### src/rtl/ridap_pkg.sv
// Shared constants for the Remote ID advertisement parser.
package ridap_pkg;

	// Defaults for the top-level parameters.
	localparam int ID_BYTES_DEF      = 20;
	localparam int MAX_ADV_BYTES_DEF = 255;

	// Depth of the run queue between the parser and the result sequencer.
	localparam int RUN_QUEUE_DEPTH = 2;

	// Fixed field widths.
	localparam int BYTE_W  = 8;
	localparam int ADDR_W  = 48;
	localparam int OUT_N_W = 5;

	// Structure matching progress.
	localparam logic [1:0] STG_SCAN  = 2'd0;
	localparam logic [1:0] STG_CAND  = 2'd1;
	localparam logic [1:0] STG_MARK  = 2'd2;
	localparam logic [1:0] STG_BASIC = 2'd3;

	// Advertising structure codes and offsets.
	localparam logic [7:0] SVC_DATA_TYPE  = 8'h16;
	localparam logic [7:0] UUID_LO        = 8'hFA;
	localparam logic [7:0] UUID_HI        = 8'hFF;
	localparam logic [7:0] APP_CODE       = 8'h0D;
	localparam logic [3:0] BASIC_ID_MSG   = 4'h0;
	localparam logic [7:0] MIN_SVC_LEN    = 8'd5;
	localparam logic [7:0] OFF_LEN        = 8'd0;
	localparam logic [7:0] OFF_TYPE       = 8'd1;
	localparam logic [7:0] OFF_UUID_LO    = 8'd2;
	localparam logic [7:0] OFF_UUID_HI    = 8'd3;
	localparam logic [7:0] OFF_APP        = 8'd4;
	localparam logic [7:0] OFF_MSG_HDR    = 8'd6;
	localparam int         OFF_ID         = 8;
	localparam int         EXTRA_LEN      = 7;

	// Printable character window, low bound inclusive, high bound exclusive.
	localparam logic [7:0] PRINT_LO = 8'd32;
	localparam logic [7:0] PRINT_HI = 8'd127;

endpackage

### src/rtl/remote_id_adv_parser_core.sv
// Top level of the Remote ID advertisement parser: walker, run queue and sequencer.
//
// The input channel carries one advertising payload byte per item, with
// byte_last set on the final byte; signal_strength and station_addr are
// sampled only with that final byte. The block walks the length-type
// structures as the bytes pass and looks for the Remote ID service-data
// marker, keeping the printable prefix of a Basic ID message.
// The output channel carries one run per advertisement: a single item when
// no ID characters were kept, otherwise one item per character, in order,
// with last_result set on the final item of the run.
// Throughput: one byte per cycle while in_ready, one item per cycle while out_ready.
// Once the final byte is accepted, its descriptor is written into the run queue,
// and the first item of the run is loaded from there into the output register.
// Each finished advertisement is held as a descriptor in a two-entry queue,
// so the walker keeps taking bytes while the sequencer drains a run; a
// descriptor leaves the queue when its last item is loaded. Input ready drops
// only while that queue is full, which happens when the receiver stalls or
// when short advertisements arrive faster than a long run drains.
// Reset clears all parse state, the queue and the output valid.
module remote_id_adv_parser_core #(
	parameter int ID_BYTES      = ridap_pkg::ID_BYTES_DEF,
	parameter int MAX_ADV_BYTES = ridap_pkg::MAX_ADV_BYTES_DEF
) (
	input  logic                                clk,
	input  logic                                arst_n,
	input  logic                                in_valid,
	output logic                                in_ready,
	input  logic [ridap_pkg::BYTE_W-1:0]        adv_byte,
	input  logic                                byte_last,
	input  logic signed [ridap_pkg::BYTE_W-1:0] signal_strength,
	input  logic [ridap_pkg::ADDR_W-1:0]        station_addr,
	output logic                                out_valid,
	input  logic                                out_ready,
	output logic                                is_drone,
	output logic signed [ridap_pkg::BYTE_W-1:0] hit_strength,
	output logic [ridap_pkg::ADDR_W-1:0]        hit_addr,
	output logic [ridap_pkg::OUT_N_W-1:0]       id_length,
	output logic [ridap_pkg::OUT_N_W-1:0]       char_index,
	output logic [ridap_pkg::BYTE_W-1:0]        id_char,
	output logic                                last_result
);
	import ridap_pkg::*;

	localparam int CNT_W  = $clog2(ID_BYTES + 1);
	// Descriptor layout: drone flag, strength, address, char count, characters.
	localparam int DESC_W = 1 + BYTE_W + ADDR_W + CNT_W + ID_BYTES * BYTE_W;

	logic                             queue_full;
	logic                             run_push;
	logic                             push_drone;
	logic signed [BYTE_W-1:0]         push_strength;
	logic [ADDR_W-1:0]                push_addr;
	logic [CNT_W-1:0]                 push_cnt;
	logic [ID_BYTES-1:0][BYTE_W-1:0]  push_chars;
	logic [DESC_W-1:0]                push_desc;

	logic                             head_valid;
	logic                             head_pop;
	logic [DESC_W-1:0]                head_desc;
	logic                             head_drone;
	logic signed [BYTE_W-1:0]         head_strength;
	logic [ADDR_W-1:0]                head_addr;
	logic [CNT_W-1:0]                 head_cnt;
	logic [ID_BYTES-1:0][BYTE_W-1:0]  head_chars;

	// The walker consumes bytes and produces a descriptor on the final byte.
	ridap_front #(
		.ID_BYTES      (ID_BYTES),
		.MAX_ADV_BYTES (MAX_ADV_BYTES),
		.CNT_W         (CNT_W)
	) u_front (
		.clk             (clk),
		.arst_n          (arst_n),
		.in_valid        (in_valid),
		.in_ready        (in_ready),
		.adv_byte        (adv_byte),
		.byte_last       (byte_last),
		.signal_strength (signal_strength),
		.station_addr    (station_addr),
		.queue_full      (queue_full),
		.run_push        (run_push),
		.run_drone       (push_drone),
		.run_strength    (push_strength),
		.run_addr        (push_addr),
		.run_cnt         (push_cnt),
		.run_chars       (push_chars)
	);

	assign push_desc = {push_drone, push_strength, push_addr, push_cnt, push_chars};

	// Descriptors wait here so the walker and sequencer stall independently.
	ridap_queue #(
		.DATA_W (DESC_W),
		.DEPTH  (RUN_QUEUE_DEPTH)
	) u_queue (
		.clk        (clk),
		.arst_n     (arst_n),
		.push       (run_push),
		.push_data  (push_desc),
		.full       (queue_full),
		.pop        (head_pop),
		.head_valid (head_valid),
		.head_data  (head_desc)
	);

	assign {head_drone, head_strength, head_addr, head_cnt, head_chars} = head_desc;

	// The sequencer turns the head descriptor into result items.
	ridap_back #(
		.ID_BYTES (ID_BYTES),
		.CNT_W    (CNT_W)
	) u_back (
		.clk          (clk),
		.arst_n       (arst_n),
		.head_valid   (head_valid),
		.head_pop     (head_pop),
		.run_drone    (head_drone),
		.run_strength (head_strength),
		.run_addr     (head_addr),
		.run_cnt      (head_cnt),
		.run_chars    (head_chars),
		.out_valid    (out_valid),
		.out_ready    (out_ready),
		.is_drone     (is_drone),
		.hit_strength (hit_strength),
		.hit_addr     (hit_addr),
		.id_length    (id_length),
		.char_index   (char_index),
		.id_char      (id_char),
		.last_result  (last_result)
	);

endmodule

### src/rtl/ridap_queue.sv
// Small first-in first-out queue of finished run descriptors.
module ridap_queue #(
	parameter int DATA_W = 8,
	parameter int DEPTH  = 2
) (
	input  logic              clk,
	input  logic              arst_n,
	input  logic              push,
	input  logic [DATA_W-1:0] push_data,
	output logic              full,
	input  logic              pop,
	output logic              head_valid,
	output logic [DATA_W-1:0] head_data
);
	localparam int PTR_W = (DEPTH > 1) ? $clog2(DEPTH) : 1;
	localparam int CNT_W = $clog2(DEPTH + 1);

	logic [DATA_W-1:0] slot_q [DEPTH];
	logic [PTR_W-1:0]  wr_ptr_q;
	logic [PTR_W-1:0]  rd_ptr_q;
	logic [CNT_W-1:0]  count_q;
	logic              do_push;
	logic              do_pop;

	assign full       = (count_q == CNT_W'(DEPTH));
	assign head_valid = (count_q != '0);
	assign head_data  = slot_q[rd_ptr_q];
	assign do_push    = push && !full;
	assign do_pop     = pop && head_valid;

	always_ff @(posedge clk or negedge arst_n) begin
		if (!arst_n) begin
			wr_ptr_q <= '0;
			rd_ptr_q <= '0;
			count_q  <= '0;
		end else begin
			if (do_push) begin
				wr_ptr_q <= (wr_ptr_q == PTR_W'(DEPTH - 1)) ? '0 : wr_ptr_q + 1'b1;
			end
			if (do_pop) begin
				rd_ptr_q <= (rd_ptr_q == PTR_W'(DEPTH - 1)) ? '0 : rd_ptr_q + 1'b1;
			end
			if (do_push && !do_pop) begin
				count_q <= count_q + 1'b1;
			end else if (do_pop && !do_push) begin
				count_q <= count_q - 1'b1;
			end
		end
	end

	always_ff @(posedge clk) begin
		if (do_push) begin
			slot_q[wr_ptr_q] <= push_data;
		end
	end

endmodule

### src/rtl/ridap_front.sv
// Byte-level structure walker: matches the Remote ID marker and captures the ID.
module ridap_front #(
	parameter int ID_BYTES      = ridap_pkg::ID_BYTES_DEF,
	parameter int MAX_ADV_BYTES = ridap_pkg::MAX_ADV_BYTES_DEF,
	parameter int CNT_W         = $clog2(ID_BYTES + 1)
) (
	input  logic                                    clk,
	input  logic                                    arst_n,
	input  logic                                    in_valid,
	output logic                                    in_ready,
	input  logic [ridap_pkg::BYTE_W-1:0]            adv_byte,
	input  logic                                    byte_last,
	input  logic signed [ridap_pkg::BYTE_W-1:0]     signal_strength,
	input  logic [ridap_pkg::ADDR_W-1:0]            station_addr,
	input  logic                                    queue_full,
	output logic                                    run_push,
	output logic                                    run_drone,
	output logic signed [ridap_pkg::BYTE_W-1:0]     run_strength,
	output logic [ridap_pkg::ADDR_W-1:0]            run_addr,
	output logic [CNT_W-1:0]                        run_cnt,
	output logic [ID_BYTES-1:0][ridap_pkg::BYTE_W-1:0] run_chars
);
	import ridap_pkg::*;

	localparam int IDX_W = (ID_BYTES > 1) ? $clog2(ID_BYTES) : 1;
	localparam int MIN_FIELD_LEN = ID_BYTES + EXTRA_LEN;

	logic [7:0]       pos_q, pos_n;
	logic [8:0]       fstart_q, fstart_n;
	logic [7:0]       flen_q, flen_n;
	logic [1:0]       stage_q, stage_n;
	logic             done_q, done_n;
	logic             found_q, found_n;
	logic [CNT_W-1:0] cnt_q, cnt_n;
	logic             stopped_q, stopped_n;
	logic [BYTE_W-1:0] store_q [ID_BYTES];

	logic             accept;
	logic [7:0]       off;
	logic             st_we;
	logic [IDX_W-1:0] st_idx;
	logic             printable;
	logic             drone;
	logic [9:0]       field_end;

	assign in_ready  = !queue_full;
	assign accept    = in_valid && in_ready;
	assign off       = 8'({1'b0, pos_q} - fstart_q);
	assign printable = (adv_byte >= PRINT_LO) && (adv_byte < PRINT_HI);
	assign st_idx    = IDX_W'(cnt_q);

	always_comb begin
		pos_n     = pos_q;
		fstart_n  = fstart_q;
		flen_n    = flen_q;
		stage_n   = stage_q;
		done_n    = done_q;
		found_n   = found_q;
		cnt_n     = cnt_q;
		stopped_n = stopped_q;
		st_we     = 1'b0;
		if (accept && pos_q < 8'(MAX_ADV_BYTES)) begin
			pos_n = pos_q + 8'd1;
			if (!done_q && {1'b0, pos_q} >= fstart_q) begin
				if (off == OFF_LEN) begin
					flen_n = adv_byte;
					if (adv_byte == 8'd0) begin
						done_n = 1'b1;
					end
				end else begin
					if (off == OFF_TYPE) begin
						stage_n = (adv_byte == SVC_DATA_TYPE && flen_q >= MIN_SVC_LEN) ?
							STG_CAND : STG_SCAN;
					end else if (off == OFF_UUID_LO) begin
						if (stage_q == STG_CAND && adv_byte != UUID_LO) begin
							stage_n = STG_SCAN;
						end
					end else if (off == OFF_UUID_HI) begin
						if (stage_q == STG_CAND && adv_byte != UUID_HI) begin
							stage_n = STG_SCAN;
						end
					end else if (off == OFF_APP) begin
						if (stage_q == STG_CAND) begin
							if (adv_byte == APP_CODE) begin
								stage_n = STG_MARK;
								found_n = 1'b1;
							end else begin
								stage_n = STG_SCAN;
							end
						end
					end else if (off == OFF_MSG_HDR) begin
						if (stage_q == STG_MARK && adv_byte[7:4] == BASIC_ID_MSG &&
							flen_q >= 8'(MIN_FIELD_LEN)) begin
							stage_n = STG_BASIC;
						end
					end else if (off >= 8'(OFF_ID) && off < 8'(OFF_ID + ID_BYTES)) begin
						if (stage_q == STG_BASIC && !stopped_q) begin
							if (printable && cnt_q < CNT_W'(ID_BYTES)) begin
								st_we = 1'b1;
								cnt_n = cnt_q + 1'b1;
							end else begin
								stopped_n = 1'b1;
							end
						end
					end
					if (off == flen_q) begin
						if (found_n) begin
							done_n = 1'b1;
						end else begin
							fstart_n = {1'b0, pos_q} + 9'd1;
							stage_n  = STG_SCAN;
						end
					end
				end
			end
		end
	end

	// Run summary, taken from the state as it stands after the final byte.
	assign field_end    = {1'b0, fstart_n} + 10'd1 + {2'b00, flen_n};
	assign drone        = found_n && (field_end <= {2'b00, pos_n});
	assign run_push     = accept && byte_last;
	assign run_drone    = drone;
	assign run_strength = drone ? signal_strength : '0;
	assign run_addr     = drone ? station_addr : '0;
	assign run_cnt      = (drone && stage_n == STG_BASIC) ? cnt_n : '0;

	always_comb begin
		for (int i = 0; i < ID_BYTES; i++) begin
			run_chars[i] = (st_we && st_idx == IDX_W'(i)) ? adv_byte : store_q[i];
		end
	end

	always_ff @(posedge clk or negedge arst_n) begin
		if (!arst_n) begin
			pos_q     <= '0;
			fstart_q  <= '0;
			flen_q    <= '0;
			stage_q   <= STG_SCAN;
			done_q    <= 1'b0;
			found_q   <= 1'b0;
			cnt_q     <= '0;
			stopped_q <= 1'b0;
		end else if (run_push) begin
			pos_q     <= '0;
			fstart_q  <= '0;
			flen_q    <= '0;
			stage_q   <= STG_SCAN;
			done_q    <= 1'b0;
			found_q   <= 1'b0;
			cnt_q     <= '0;
			stopped_q <= 1'b0;
		end else begin
			pos_q     <= pos_n;
			fstart_q  <= fstart_n;
			flen_q    <= flen_n;
			stage_q   <= stage_n;
			done_q    <= done_n;
			found_q   <= found_n;
			cnt_q     <= cnt_n;
			stopped_q <= stopped_n;
		end
	end

	always_ff @(posedge clk) begin
		if (st_we) begin
			store_q[st_idx] <= adv_byte;
		end
	end

endmodule

### src/rtl/ridap_back.sv
// Result sequencer: expands one run descriptor into its stream of result items.
module ridap_back #(
	parameter int ID_BYTES = ridap_pkg::ID_BYTES_DEF,
	parameter int CNT_W    = $clog2(ID_BYTES + 1)
) (
	input  logic                                        clk,
	input  logic                                        arst_n,
	input  logic                                        head_valid,
	output logic                                        head_pop,
	input  logic                                        run_drone,
	input  logic signed [ridap_pkg::BYTE_W-1:0]         run_strength,
	input  logic [ridap_pkg::ADDR_W-1:0]                run_addr,
	input  logic [CNT_W-1:0]                            run_cnt,
	input  logic [ID_BYTES-1:0][ridap_pkg::BYTE_W-1:0]  run_chars,
	output logic                                        out_valid,
	input  logic                                        out_ready,
	output logic                                        is_drone,
	output logic signed [ridap_pkg::BYTE_W-1:0]         hit_strength,
	output logic [ridap_pkg::ADDR_W-1:0]                hit_addr,
	output logic [ridap_pkg::OUT_N_W-1:0]               id_length,
	output logic [ridap_pkg::OUT_N_W-1:0]               char_index,
	output logic [ridap_pkg::BYTE_W-1:0]                id_char,
	output logic                                        last_result
);
	import ridap_pkg::*;

	localparam int IDX_W = (ID_BYTES > 1) ? $clog2(ID_BYTES) : 1;

	logic [IDX_W-1:0] k_q;
	logic             valid_q;
	logic             load;
	logic [CNT_W-1:0] n_items;
	logic             is_last;

	assign load     = head_valid && (!valid_q || out_ready);
	assign n_items  = (run_cnt != '0) ? run_cnt : CNT_W'(1);
	assign is_last  = (CNT_W'(k_q) + CNT_W'(1)) == n_items;
	assign head_pop = load && is_last;
	assign out_valid = valid_q;

	always_ff @(posedge clk or negedge arst_n) begin
		if (!arst_n) begin
			valid_q <= 1'b0;
			k_q     <= '0;
		end else begin
			if (load) begin
				valid_q <= 1'b1;
				k_q     <= is_last ? '0 : k_q + 1'b1;
			end else if (out_ready) begin
				valid_q <= 1'b0;
			end
		end
	end

	always_ff @(posedge clk) begin
		if (load) begin
			is_drone     <= run_drone;
			hit_strength <= run_strength;
			hit_addr     <= run_addr;
			id_length    <= OUT_N_W'(run_cnt);
			char_index   <= OUT_N_W'(k_q);
			id_char      <= (run_cnt != '0) ? run_chars[k_q] : '0;
			last_result  <= is_last;
		end
	end

endmodule
### config.mk
export PLATFORM = sky130hd
export DESIGN_NAME = remote_id_adv_parser_core
export DESIGN_NICKNAME = d
export VERILOG_FILES = /design/src/rtl/ridap_pkg.sv /design/src/rtl/remote_id_adv_parser_core.sv /design/src/rtl/ridap_queue.sv /design/src/rtl/ridap_front.sv /design/src/rtl/ridap_back.sv
export SDC_FILE = /design/constraint.sdc
export NUM_CORES = 1
export LEC_CHECK = 0
export BUFFER_PORTS_ARGS = -buffer_cell sky130_fd_sc_hd__buf_4
export CAP_MARGIN = 10
export CORE_UTILIZATION = 60
export CTS_CLUSTER_SIZE = 14
export DETAILED_ROUTE_END_ITERATION = 10
export GPL_TIMING_DRIVEN = 0
export PLACE_DENSITY = 0.83
export SYNTH_ARGS = -nofsm -noshare
export SYNTH_HDL_FRONTEND = slang
export SYNTH_SLANG_ARGS = --single-unit
### constraint.sdc
create_clock -name clk -period 22.9 [get_ports clk]
set_input_delay 2.29 -clock clk [delete_from_list [all_inputs] [get_ports clk]]
set_output_delay 2.29 -clock clk [all_outputs]
set_load 0.1 [all_outputs]
=== Word-level counts from Yosys, hierarchy flattened ===
Memory sizes are Yosys's and may differ from the RTL's.
Cells that the tools add are included.

* Register bits: 121
* Memory bits (writable): 604
* Input port bits: 69
* Output and inout port bits: 78
* Logic and storage cells: 272
* Memories: 2

* Add/sub/neg operators: 11
* Order comparisons: 11
* Equality and inequality tests: 43
* Mux-type cells: 121
* Reductions and logical operators: 64

{| class="wikitable"
|+ Memory list
! memory !! depth !! bits a word !! read ports !! clocked after memory_dff !! write ports !! RTL line !! text
|-
| u_queue.slot_q || 2 || 222 || 1 || 0 || 1 || ridap_queue.sv:18 || <nowiki>logic [DATA_W-1:0] slot_q [DEPTH];</nowiki>
|-
| u_front.store_q || 20 || 8 || 20 || 0 || 1 || ridap_front.sv:36 || <nowiki>logic [BYTE_W-1:0] store_q [ID_BYTES];</nowiki>
|}

{| class="wikitable"
|+ Operators by type and width
! cell !! number
|-
| $mux 8 || 28
|-
| $mux 5 || 15
|-
| $mux 9 || 6
|-
| $mux 1 || 52
|-
| $mux 48 || 1
|-
| $logic_and 1x1->1 || 41
|-
| $bmux 8 s5 || 1
|-
| $eq 5x4->1 const B || 8
|-
| $mux 2 || 18
|-
| $eq 5x3->1 const B || 4
|-
| $eq 5x5->1 const B || 4
|-
| $eq 8x2->1 const B || 2
|-
| $eq 8x3->1 const B || 2
|-
| $logic_not 8->1 || 2
|-
| $ne 8x8->1 const B || 2
|-
| $ne 2x1->1 const B || 7
|-
| $reduce_bool 2->1 || 7
|-
| $reduce_and 11->1 || 1
|-
| $add 10x8->10 || 1
|-
| $add 5x1->5 const B || 2
|-
| $add 9x1->10 const B || 1
|-
| $eq 5x2->1 const B || 2
|-
| $le 10x8->1 || 1
|-
| $add 8x1->9 const B || 1
|-
| 31 further kinds || 41
|}

=== Depth between registers and ports, before layout ===
Gate-level depths: netlist (run 1).

* Depth after elaboration: 21
* Mapped depth: 29

=== By module ===
From an unflattened synthesis (run 1), not the netlist that was laid out.

* Cells, all modules: 1,828
* Area, all modules: 31,813.0 um^2

{| class="wikitable"
|+ Modules (own cells, without submodules)
! module !! times used !! cells each !! area each (um^2)
|-
| ridap_queue || 1 || 710 || 16,918.7
|-
| ridap_front || 1 || 848 || 10,711.5
|-
| ridap_back || 1 || 270 || 4,182.8
|}

=== Worst setup path before layout (run 1) ===
No wires, ideal clock.

* Kind: input to register
* From: in in_valid
* To: mem u_queue.slot_q[0][0] (netlist name) (enable)
* Data arrival time: 11.933 ns
* Data required time: 22.091 ns
* Path slack: 10.159 ns
* Cell stages on the path: 4
* Path buffers: 1
* Cells stage by stage: and2_1 nand2_1 clkbuf_1 nor2_1

* Cells in the longest elaborated chain, start to end: 5

{| class="wikitable"
|+ Ends and longest elaborated chain
! element !! RTL line !! text
|-
| start, declared || remote_id_adv_parser_core.sv:26 || <nowiki>input logic in_valid,</nowiki>
|-
| $logic_and 1x1->1 || ridap_front.sv:47 || <nowiki>assign accept = in_valid && in_ready;</nowiki>
|-
| $logic_and 1x1->1 || ridap_front.sv:122 || <nowiki>assign run_push = accept && byte_last;</nowiki>
|-
| $logic_and 1x1->1 || ridap_queue.sv:28 || <nowiki>assign do_push = push && !full;</nowiki>
|-
| $mux 1 || ridap_queue.sv:52 || <nowiki>if (do_push) begin</nowiki>
|-
| $mux 1 (not written as such) || ridap_queue.sv:53 || <nowiki>slot_q[wr_ptr_q] <= push_data;</nowiki>
|-
| end, declared || ridap_queue.sv:18 ||
|}

No other way between the ends.

=== Worst setup path in the final report (run 1) ===
* From: in adv_byte[5] (netlist name)
* To: mem u_queue.slot_q[1][163] (netlist name), data pin

* Cells in the longest elaborated chain, start to end: 21
* Elaborated cells between the ends (all ways): 68

{| class="wikitable"
|+ Ends and longest elaborated chain
! element !! RTL line !! text
|-
| start, declared || remote_id_adv_parser_core.sv:28 || <nowiki>input logic [ridap_pkg::BYTE_W-1:0] adv_byte,</nowiki>
|-
| $eq 8x4->1 || ridap_front.sv:84 || <nowiki>if (adv_byte == APP_CODE) begin</nowiki>
|-
| $mux 1 || ridap_front.sv:84 ||
|-
| $mux 1 || ridap_front.sv:83 || <nowiki>if (stage_q == STG_CAND) begin</nowiki>
|-
| $mux 1 || ridap_front.sv:82 || <nowiki>end else if (off == OFF_APP) begin</nowiki>
|-
| $mux 1 || ridap_front.sv:78 || <nowiki>end else if (off == OFF_UUID_HI) begin</nowiki>
|-
| $mux 1 || ridap_front.sv:74 || <nowiki>end else if (off == OFF_UUID_LO) begin</nowiki>
|-
| $mux 1 || ridap_front.sv:71 || <nowiki>if (off == OFF_TYPE) begin</nowiki>
|-
| $mux 1 || ridap_front.sv:65 || <nowiki>if (off == OFF_LEN) begin</nowiki>
|-
| [6 not listed] || -- ||
|-
| $mux 9 || ridap_front.sv:62 || <nowiki>if (accept && pos_q < 8'(MAX_ADV_BYTES)) begin</nowiki>
|-
| $add 9x1->10 || ridap_front.sv:120 || <nowiki>assign field_end = {1'b0, fstart_n} + 10'd1 + {2'b00, flen_n};</nowiki>
|-
| $add 10x8->10 || ridap_front.sv:120 ||
|-
| $le 10x8->1 || ridap_front.sv:121 || <nowiki>assign drone = found_n && (field_end <= {2'b00, pos_n});</nowiki>
|-
| $logic_and 1x1->1 || ridap_front.sv:121 ||
|-
| $logic_and 1x1->1 || ridap_front.sv:126 || <nowiki>assign run_cnt = (drone && stage_n == STG_BASIC) ? cnt_n : '0;</nowiki>
|-
| $mux 5 (*) || ridap_front.sv:126 ||
|-
| net push_cnt[3] || remote_id_adv_parser_core.sv:53 || <nowiki>logic [CNT_W-1:0] push_cnt;</nowiki>
|}

Mark *: on every way through the listed nets, which the timed path passes. The rest lies on a longest branch. The select of a mux whose other input is x is not followed.

==> summary.txt, run 1 <==
Worst setup path
  – Startpoint Class: primary input
  – Reg2Reg Depth: 27
  – Critical Path RT: around 23000 ps
  – RR Startpoint: u_front.pos_q[0]
  – Crit Reg-Reg Endpoint: u_queue.slot_q[1][163]
  – Slowest cell on crit path: or3_1
  – Max FO, Critical Path: 26
  – CP Capture Type: flip-flop
  – CP Data Arrival Time: 8300 ps
  – Crit-path max cell delay: 440 ps
  – Reg2reg setup slack: 15320 ps
  – WS Path Type: in -> reg

Place
  – Detail Placement HPWL: 44000 um
  – Place WS: 14500 ps
  – I/O Buffers: approximately 150
  – GPL Wtd Cong: 0.904

Synth
  – Syn Inst Count: 1750
  – Synth top area share: 67.5%
  – Sequential area share after synthesis: a little under three quarters
  – Syn Nets: 1855
  – Number of synthesized flops with an enable pin: 680
  – Synth Flop Type: edfxtp_1
  – Synth area leader: edfxtp_1
  – Cell Area, Synth: 30300 um^2
  – Yosys reg bits: 725
  – Most frequent cell after synthesis: edfxtp_1
  – Commonest cells in the netlist: 680 x edfxtp_1, 206 x mux2_2, 91 x and2_1
  – Synth area leaders: edfxtp_1 67%, mux2_2 7.7%, dfrtp_1 3.7%, mux4_2 3.6%, mux2i_1 2.8%
  – Syn avg cell area: 17.3 um^2
  – Yosys warning total: 0
  – FFs w/ async S/R, synth: 6.21%
  – Synth unique cells: 72

CTS
  – CTS H-Tree Depth: 3
  – CTS resizes: 0
  – Hold buffers post-CTS: 0
  – Clk root buf: clkbuf_16
  – CTS tree: built
  – CTS Buffer Depth: 3
  – Post-CTS setup buffers: 0
  – CTS Sinks: 725
  – Clk_lat worst skew: between 600 and 700 ps
  – CTS buffer count: 72
  – Clk slew on worst S/H paths: roughly 60 ps

STA
  – Setup TNS: 0 ps
  – Endpoints failing setup: 0
  – Slew Limit Fails: 0
  – Final min period: 7870 ps
  – Slew headroom: 17.3%
  – Worst-Margin Slew: 1240 ps
  – F_max: 127 MHz
  – Final Hold Fails: 0
  – Min Hold Slack: 515 ps
  – Final Skew: 20.9 ps
  – Fin crit share: 34.4%
  – Final setup margin: between 15000 and 20000 ps
  – Unrepaired setup endpoints after global routing: no

Layout
  – Fraction of layout cells with a size suffix above 1: 27.6%
  – Final nets: 2089
  – Filler cells: 2986
  – Layout area overhead: 14.7%

Worst hold path
  – Hold Path Sink: u_front.stopped_q
  – Worst hold start: u_front.stopped_q
  – Tightest Hold Check Type: reg -> reg
  – Cell depth of the worst hold path: 2

Die
  – Boundary pin count: about 150
  – Initial core utilization: 61.3%
  – Die ar.: 51400 um^2
  – Core area: 49400 um^2
  – Die X: 227 um
  – Cell Rows: 81
  – Die Ht: 227 um

Routing
  – Routed vias/inst: 6.23
  – DRT Pass-1 Iters: 5
  – Total length of routed wires: 68600 um
  – Wire length per cell: 25.3 um
  – DR vias: ~17000
  – Post-DRT Antenna Nets: 0
  – DRC: 0
  – Drt first-iter violations: 1724

Run
  – Max cap viols: 0

Global routing
  – Antenna violations before repair: 2
  – Remaining Overflow, GRT: 0
  – Largest net degree at the start of global routing: 67
  – Gr usage total: 27.3%
  – Number of global-route vias before repair: 17054
  – First-pass GRT wire length: 102000 um

Power and ir drop
  – Max IR drop VDD: 0.0000588 V
  – LEAKAGE: between 10 and 15 nW
  – Total power: 4.46 mW
  – PwrDens: 128 nW/um^2

Run status
  – Status: completed
[sequential cells by signal, indices dropped and copies added (netlist names), 2 cells and up]
register	count
u_back.char_index	5
u_back.hit_addr	48
u_back.hit_strength	8
u_back.id_char	8
u_back.id_length	5
u_back.k_q	5
u_front.cnt_q	5
u_front.flen_q	8
u_front.fstart_q	9
u_front.pos_q	8
u_front.stage_q	2
u_front.store_q	160
u_queue.count_q	2
u_queue.slot_q	444
[routing by layer]
layer  wire (um)  GRT usage [%]  vias up
met5           0              0        -
met3        6600           6.39      130
met2       33200           43.8      868
met4        1960           10.3        0
li1            -              -     7357
met1       26900           36.4     8497
[worst max-delay path by stage]
stage / startpoint / endpoint / slack, ps / cells after the start
2_1_floorplan: in_valid / u_queue.slot_q[0][0] / 10160 / 4
3_3_place_gp: in_valid / u_queue.slot_q[0][150] / 4570 / 5
3_5_place_dp: adv_byte[5] / u_queue.slot_q[0][200] / 14500 / 25
4_1_cts: adv_byte[5] / u_queue.slot_q[1][200] / 15080 / 25
5_1_grt: adv_byte[5] / u_queue.slot_q[0][163] / 14760 / 25
6_report: adv_byte[5] / u_queue.slot_q[1][163] / 15030 / 25
[layout by cell type, fill, tap and decap left out, types with 13 or more instances in the layout]
master	count
ha_1	34
dfrtp_1	45
o22ai_1	16
edfxtp_1	680
xnor2_1	29
o221ai_1	32
clkinv_1	20
buf_2	17
clkbuf_16	73
nand3_1	13
buf_4	147
mux4_2	48
mux2i_1	84
nor2_1	55
and3_1	30
inv_1	26
clkbuf_1	68
o21ai_0	25
mux2_2	206
a21oi_1	35
and2_1	90
nand2_1	41
a31oi_1	13
[power breakdown]
| group | switching [mW] | internal [mW] | total (mW) | leakage, nW |
|---|---|---|---|---|
| clock network | 0.486 | 0.618 | 1.10 | 1.07 |
| logic | 1.12 | 0.516 | 1.64 | 4.25 |
| registers | 0.0639 | 1.65 | 1.72 | 6.87 |
[layout make-up]
class / count / area [um^2] / share of cell area, %
flip-flops and latches: 725 / 21500 / 62.0
inverters: 28 / 108 / 0.310
multi-input cells: 913 / 8260 / 23.8
repair buffers: 160 / 1410 / 4.06
diodes: 2 / 5.00 / 0.0144
clock inverters: 40 / 284 / 0.818
well taps: 664 / 831 / 2.39
plain buffers: 84 / 372 / 1.07
clock buffers: 91 / 1910 / 5.51
[cells by family after synthesis]
logic type	Yosys count	share of synthesized area (%)
buffers and inverters	112	1.57
AO/OA/AOI/OAI	186	4.37
XOR/XNOR	42	1.31
adder cells (fa/ha/maj)	36	1.54
flip-flops	725	71.2
multiplexers	340	14.1
AND/OR/NAND/NOR	309	5.95
[worst max-delay path: cells and delay by family]
kind                     cells  cell delay [ps]
AO/OA/AOI/OAI                9             2100
adder cells (fa/ha/maj)      3              950
buffers and inverters        4              830
multiplexers                 1              340
AND/OR/NAND/NOR              8             1770
[per-stage QoR]
stage	std cells	util, %	cell area [um^2]
3_3_place_gp	2560	65.2	32200
2_1_floorplan	1750	-	30300
4_1_cts	2704	70.3	34700
6_report	2707	70.4	34700
5_1_grt	2706	70.4	34700
3_5_place_dp	2573	65.9	32500
(Power assumes the default switching activity.)
==> run 2: changes to the inputs <==
Settings changed: CORE_UTILIZATION 60 to 55, PLACE_DENSITY 0.83 to 0.8.
Clock period 22.9 ns to 7.2 ns, I/O delays scaled along.
==> run 2 against run 1 <==
Critical path depth increased by 3. Global-route usage decreased by 2.8 points. Power increased to 3.2 times the previous value. Hold slack got worse by 370 ps. Combinational power increased to 3.2 times the previous value. Sequential power increased to 3.2 times the previous value. Setup slack got worse by 15000 ps. Critical endpoint is now u_queue.slot_q[1][201].
==> summary.txt, run 2 (synthesized netlist as in run 1, its figures left out) <==
Run status
  – Status: completed

Power and ir drop
  – Max IR drop VDD: 0.000319 V
  – Clk network pwr share: approximately 25%
  – Net Sw Frac: 37.6%
  – Int Pwr: 8.90 mW
  – Psw: approximately 5.4 mW
  – PwrDens: just over 400 nW/um^2
  – LEAKAGE: 12.2 nW
  – Sequential power share: 38.3%
  – Logic pwr share: 37.1%
  – Total power: 14.3 mW

STA
  – Final Hold Fails: 0
  – Slew headroom: a little over a quarter
  – Fin crit share: between 90% and 100%
  – F_max: 144 MHz
  – Final setup margin: approximately 270 ps
  – Min Hold Slack: 142 ps
  – Final min period: roughly 6900 ps
  – Worst-Margin Slew: 1100 ps
  – Slew Limit Fails: 0
  – Final Skew: about 31 ps
  – Unrepaired setup endpoints after global routing: no
  – Endpoints failing setup: 0

Die
  – Initial core utilization: 55.9%
  – Boundary pin count: 147
  – Die ar.: 56000 um^2
  – Core area: 54100 um^2
  – Cell Rows: 85
  – Die Ht: roughly 240 um
  – Die X: 237 um

Place
  – Detail Placement HPWL: 43700 um
  – Placed cell area: 32600 um^2
  – I/O Buffers: about 150
  – GPL Wtd Cong: 0.899
  – Place WS: -130 ps

Global routing
  – Remaining Overflow, GRT: 0
  – Number of global-route vias before repair: 17186
  – Largest net degree at the start of global routing: roughly 50
  – Antenna violations before repair: 1
  – Gr usage total: 24.4%
  – First-pass GRT wire length: slightly above 100000 um

Worst setup path
  – WS Path Type: reg -> reg
  – Worst setup startpoint: u_front.pos_q[0]
  – Crit Reg-Reg Endpoint: u_queue.slot_q[1][201]
  – Reg2reg setup slack: 270 ps
  – Startpoint Class: flip-flop
  – Reg2Reg Depth: 28
  – Crit-path max cell delay: 530 ps
  – Max FO, Critical Path: 10
  – Critical Path RT: around 7700 ps
  – CP Data Arrival Time: 7380 ps
  – Slowest cell on crit path: fa_1
  – CP Capture Type: flip-flop
  – Worst setup path endpoint: u_queue.slot_q[1][201]
  – RR Startpoint: u_front.pos_q[0]

Layout
  – Number of diodes: 0
  – Most frequent cells in the layout: 680 x edfxtp_1, 206 x mux2_2, 154 x buf_4
  – Top reg by flops: u_queue.slot_q
  – Max FFs per register: 444
  – Layout area overhead: 15.3%
  – Final nets: roughly 2100
  – Largest regs: u_queue.slot_q x444, u_front.store_q x160, u_back.hit_addr x48
  – Fraction of layout cells with a size suffix above 1: 28.3%
  – Most common cell after layout, fill and taps aside: edfxtp_1
  – Post-Layout Inst Area: 34900 um^2
  – Final core occ: between 60 and 70%

CTS
  – Clk_lat worst skew: between 600 and 700 ps
  – CTS H-Tree Depth: 3
  – Clk root buf: clkbuf_16
  – CTS Sinks: 725
  – Clk slew on worst S/H paths: 60 ps
  – CTS Buffer Depth: 3
  – CTS buffer count: 72
  – CTS tree: built

Run
  – Max cap viols: 0

Routing
  – Wire length per cell: ~25 um
  – DRT Pass-1 Iters: 6
  – Post-DRT Antenna Nets: 0
  – Total length of routed wires: 68300 um
  – Routed vias/inst: 6.13
  – DRC: 0
  – Drt first-iter violations: approximately 1700
  – DR vias: around 17000

Worst hold path
  – Tightest Hold Check Type: in -> async
## run 2: cell types whose count changed in the layout (fill, tap and decap cells not counted), sizes merged
| cell | delta |
|---|---|
| inv | -3 |
| diode | -2 |
| buf | +7 |
| clkinvlp | -2 |
## run 2: stage by stage
| step | std cells | TNS (ps) |
|---|---|---|
| after detailed placement | 2606 | -5240 |
| final | 2739 | 0 |
| after global routing | 2739 | 0 |
| after global placement | 2592 | -1520 |
| after CTS | 2732 | 0 |
| after floorplan | 1750 | 0 |
## run 2: worst min path at each step
stage	slack, ps	endpoint	cells after the start
3_3_place_gp	490	u_back.out_valid	2
2_1_floorplan	420	u_back.k_q[0]	0
6_report	140	u_front.pos_q[7]	1
4_1_cts	140	u_front.fstart_q[7]	1
3_5_place_dp	500	u_back.char_index[0]	0
5_1_grt	180	u_front.pos_q[7]	1
## run 2: per-layer routing
metal / routed length [um] / share of wire (%) / up-vias / track usage, %
li1: - / - / 7356 / -
met1: 26900 / 39 / 8414 / 32.6
met2: 33100 / 48 / 870 / 40.2
met3: 6330 / 9.3 / 151 / 4.73
met4: 1980 / 2.9 / 2 / 8.78
met5: 9 / 0.013 / - / 0
## run 2: worst max-delay path: cells and delay by family (launching register included)
family          cells  cell delay (ps)
xor+xnor            1              150
flops               1              440
simple gates        3              480
compound gates     12             3020
fa+ha+maj           4             1330
mux                 1              200
buf+inv             7             1160
## run 2: area by class of cell
cell class / count / area (um^2)
tap: 696 / 871
fill: 3595 / 19200
multi-input combinational: 913 / 8330
buffer: 84 / 387
sequential: 725 / 21500
timing repair buffer: 167 / 1470
clock inverter: 35 / 275
inverter: 28 / 108
clock buffer: 91 / 1920
## run 2: power by group through the flow
| stage | Clock, mW | Combinational [mW] | Sequential [mW] |
|---|---|---|---|
| 3_3_place_gp | 0 | 5.01 | 5.60 |
| 3_5_place_dp | 0 | 5.18 | 5.54 |
| 2_1_floorplan | 0 | 2.45 | 6.88 |
| 6_report | 3.51 | 5.29 | 5.46 |
| 4_1_cts | 3.55 | 5.22 | 5.46 |
| 5_1_grt | 3.71 | 5.54 | 5.50 |
## run 2: what timing repair did
| item | CTS | global route |
|---|---|---|
| setup endpoints to repair | 50 | 110 |
| pin swaps | 0 | 1 |
| buffers inserted | 0 | 6 |
| gates resized for setup | 5 | 20 |
| hold buffers | 0 | 0 |
==> run 3: changes to the inputs <==
Settings changed: REMOVE_ABC_BUFFERS set to 1.
==> run 3 against run 2 <==
Via count shrank 2.5%. Flip-flop and latch count is the same. Hold slack lost 34 ps. Sequential share of layout area grew 0.45 points.
==> summary.txt, run 3 (synthesized netlist as in run 1, its figures left out) <==
Run status
  – Status: completed

Routing
  – Total length of routed wires: 64100 um
  – Drt first-iter violations: 1446
  – DR vias: ~16000
  – DRT Pass-1 Iters: 5
  – Post-DRT Antenna Nets: 0
  – Wire length per cell: around 24 um
  – DRC: 0
  – Routed vias/inst: ~6.1

STA
  – Unrepaired setup endpoints after global routing: no
  – Final min period: 6820 ps
  – Slew headroom: 19.0%
  – Setup TNS: 0 ps
  – F_max: 147 MHz
  – Worst-Margin Slew: 1210 ps
  – Final Hold Fails: 0
  – Final Skew: 29.7 ps
  – Fin crit share: 94.7%
  – Endpoints failing setup: 0
  – Slew Limit Fails: 0

Worst setup path
  – WS Path Type: reg -> reg
  – Startpoint Class: flip-flop
  – CP Data Arrival Time: a little over 7000 ps
  – Crit-path max cell delay: 470 ps
  – Max FO, Critical Path: 5
  – Slowest cell on crit path: fa_2
  – Reg2reg setup slack: around 380 ps
  – Crit-path leading delay family: compound AO/OA/AOI/OAI gates
  – RR Startpoint: u_front.pos_q[0]
  – Reg2Reg Depth: 27
  – Critical path buffers and inverters: 4
  – Worst setup startpoint: u_front.pos_q[0]
  – Crit Reg-Reg Endpoint: u_queue.slot_q[1][160]
  – CP Capture Type: flip-flop
  – Critical Path RT: 7610 ps

Global routing
  – Remaining Overflow, GRT: 0
  – First-pass GRT wire length: 97900 um
  – Number of global-route vias before repair: between 15000 and 20000
  – Gr usage total: between 20% and 30%
  – Largest net degree at the start of global routing: 68
  – Antenna violations before repair: 0

Power and ir drop
  – Net Sw Frac: 37.1%
  – Max IR drop VDD: about 0.00033 V
  – Logic pwr share: a little over a third
  – Sequential power share: between 30 and 40%
  – LEAKAGE: ~12 nW
  – Psw: 5.29 mW
  – Clk network pwr share: 25.1%
  – Int Pwr: 8.97 mW
  – PwrDens: between 400 and 500 nW/um^2

Run
  – Max cap viols: 0

Layout
  – Max FFs per register: 444
  – Final core occ: 64.0%
  – Final nets: 2018
  – Layout area overhead: 14.5%
  – Number of diodes: 0
  – Top reg by flops: u_queue.slot_q
  – Most frequent cells in the layout: 680 x edfxtp_1, 206 x mux2_2, 152 x buf_4
  – Fraction of layout cells with a size suffix above 1: ~29%
  – Most common cell after layout, fill and taps aside: edfxtp_1
  – Filler cells: around 3500
  – Finished Layout Cells: 2661
  – Largest regs: u_queue.slot_q x444, u_front.store_q x160, u_back.hit_addr x48

Place
  – GPL Wtd Cong: 0.829
  – Detail Placement HPWL: 38400 um
  – I/O Buffers: 146
  – Placed Cells: about 2500

Die
  – Die ar.: 56000 um^2
  – Cell Rows: 85
  – Die Ht: approximately 240 um
  – Initial core utilization: 55.9%
  – Boundary pin count: 147
  – Die X: 237 um
  – Core area: around 54000 um^2

CTS
  – CTS H-Tree Depth: 3
  – CTS Sinks: between 700 and 800
  – Clk_lat worst skew: 620 ps
  – CTS Buffer Depth: 3
  – Clk slew on worst S/H paths: 60 ps
  – Clk root buf: clkbuf_16
  – CTS buffer count: 73
  – CTS tree: built

Worst hold path
  – Tightest Hold Check Type: in -> async
## run 3: changes by cell type in the layout (fill, tap and decap cells not counted), moves of 3 or more
cell      previous run  this run
clkbuf_8             0         3
buf_16               5         8
buf_1               11         0
clkinv_1            19        10
clkbuf_1            64        25
dfrtp_1             45        42
clkbuf_2             5         0
buf_2               15         1
## run 3: worst max path at each step
stage / to / slack (ps) / cells past startpoint
4_1_cts: u_queue.slot_q[0][204] / 20 / 27
5_1_grt: u_queue.slot_q[1][171] / 10 / 27
3_5_place_dp: u_queue.slot_q[0][162] / -630 / 25
2_1_floorplan: u_queue.slot_q[0][0] / -4570 / 4
3_3_place_gp: u_queue.slot_q[0][128] / -9730 / 4
6_report: u_queue.slot_q[1][160] / 380 / 27
## run 3: per-stage QoR
stage               instance area, um^2  hold slack, ps  worst slack (ps)  power (mW)
detailed placement                32300             498              -634        10.6
CTS                               34600             108              21.2        14.2
global route                      34700             144              13.0        14.8
finish                            34700             108               384        14.3
global placement                  31900             470             -9730        10.9
floorplan                         29900             424             -4570        9.52
## run 3: routing by layer
| layer | vias up | GRT usage [%] | wire [um] |
|---|---|---|---|
| met2 | 718 | 38.7 | 31700 |
| li1 | 7201 | - | - |
| met3 | 136 | 4.48 | 4430 |
| met4 | 0 | 7.26 | 1790 |
| met5 | - | 0 | 0 |
| met1 | 8310 | 30.4 | 26100 |
## run 3: power groups by stage
stage,combinational [mW],clock [mW],sequential [mW]
floorplan,2.34,0,7.19
global placement,4.81,0,6.10
detailed placement,4.90,0,5.75
CTS,4.94,3.64,5.67
global route,5.26,3.80,5.72
finish,5.01,3.58,5.67
## run 3: timing repair
action | CTS | global route
buffers inserted | 3 | 3
pin swaps | 1 | 2
gates resized for setup | 1 | 12
endpoints found under the setup margin | 124 | 124
hold buffers | 0 | 0
## run 3: worst reg2reg max path, cell delays in order, from the launching register on
cell and delay (ps):
dfrtp_1 430, inv_1 130, ha_1 150, inv_1 50, fa_2 470, a211oi_2 280, nor2_2 130, a311o_2 470
xnor2_2 170, nand4b_1 170, nor4b_4 440, mux2i_2 350, ha_1 200, inv_1 70, fa_1 420, a211o_1 320
o211ai_1 170, nand2b_1 90, a211oi_1 230, nor2_1 70, ha_1 310, o21a_1 170, o22a_1 170, o32a_1 220
nor3_4 190, buf_4 160, o2111ai_1 280, nor2_1 310
## run 3: area by class of cell
type | count | area [um^2] | area share [%]
well taps | 696 | 871 | 2.51
clock inverters | 25 | 241 | 0.697
flip-flops and latches | 725 | 21600 | 62.2
multi-input cells | 913 | 8330 | 24.0
clock buffers | 102 | 1990 | 5.73
inverters | 28 | 108 | 0.310
repair buffers | 172 | 1570 | 4.52
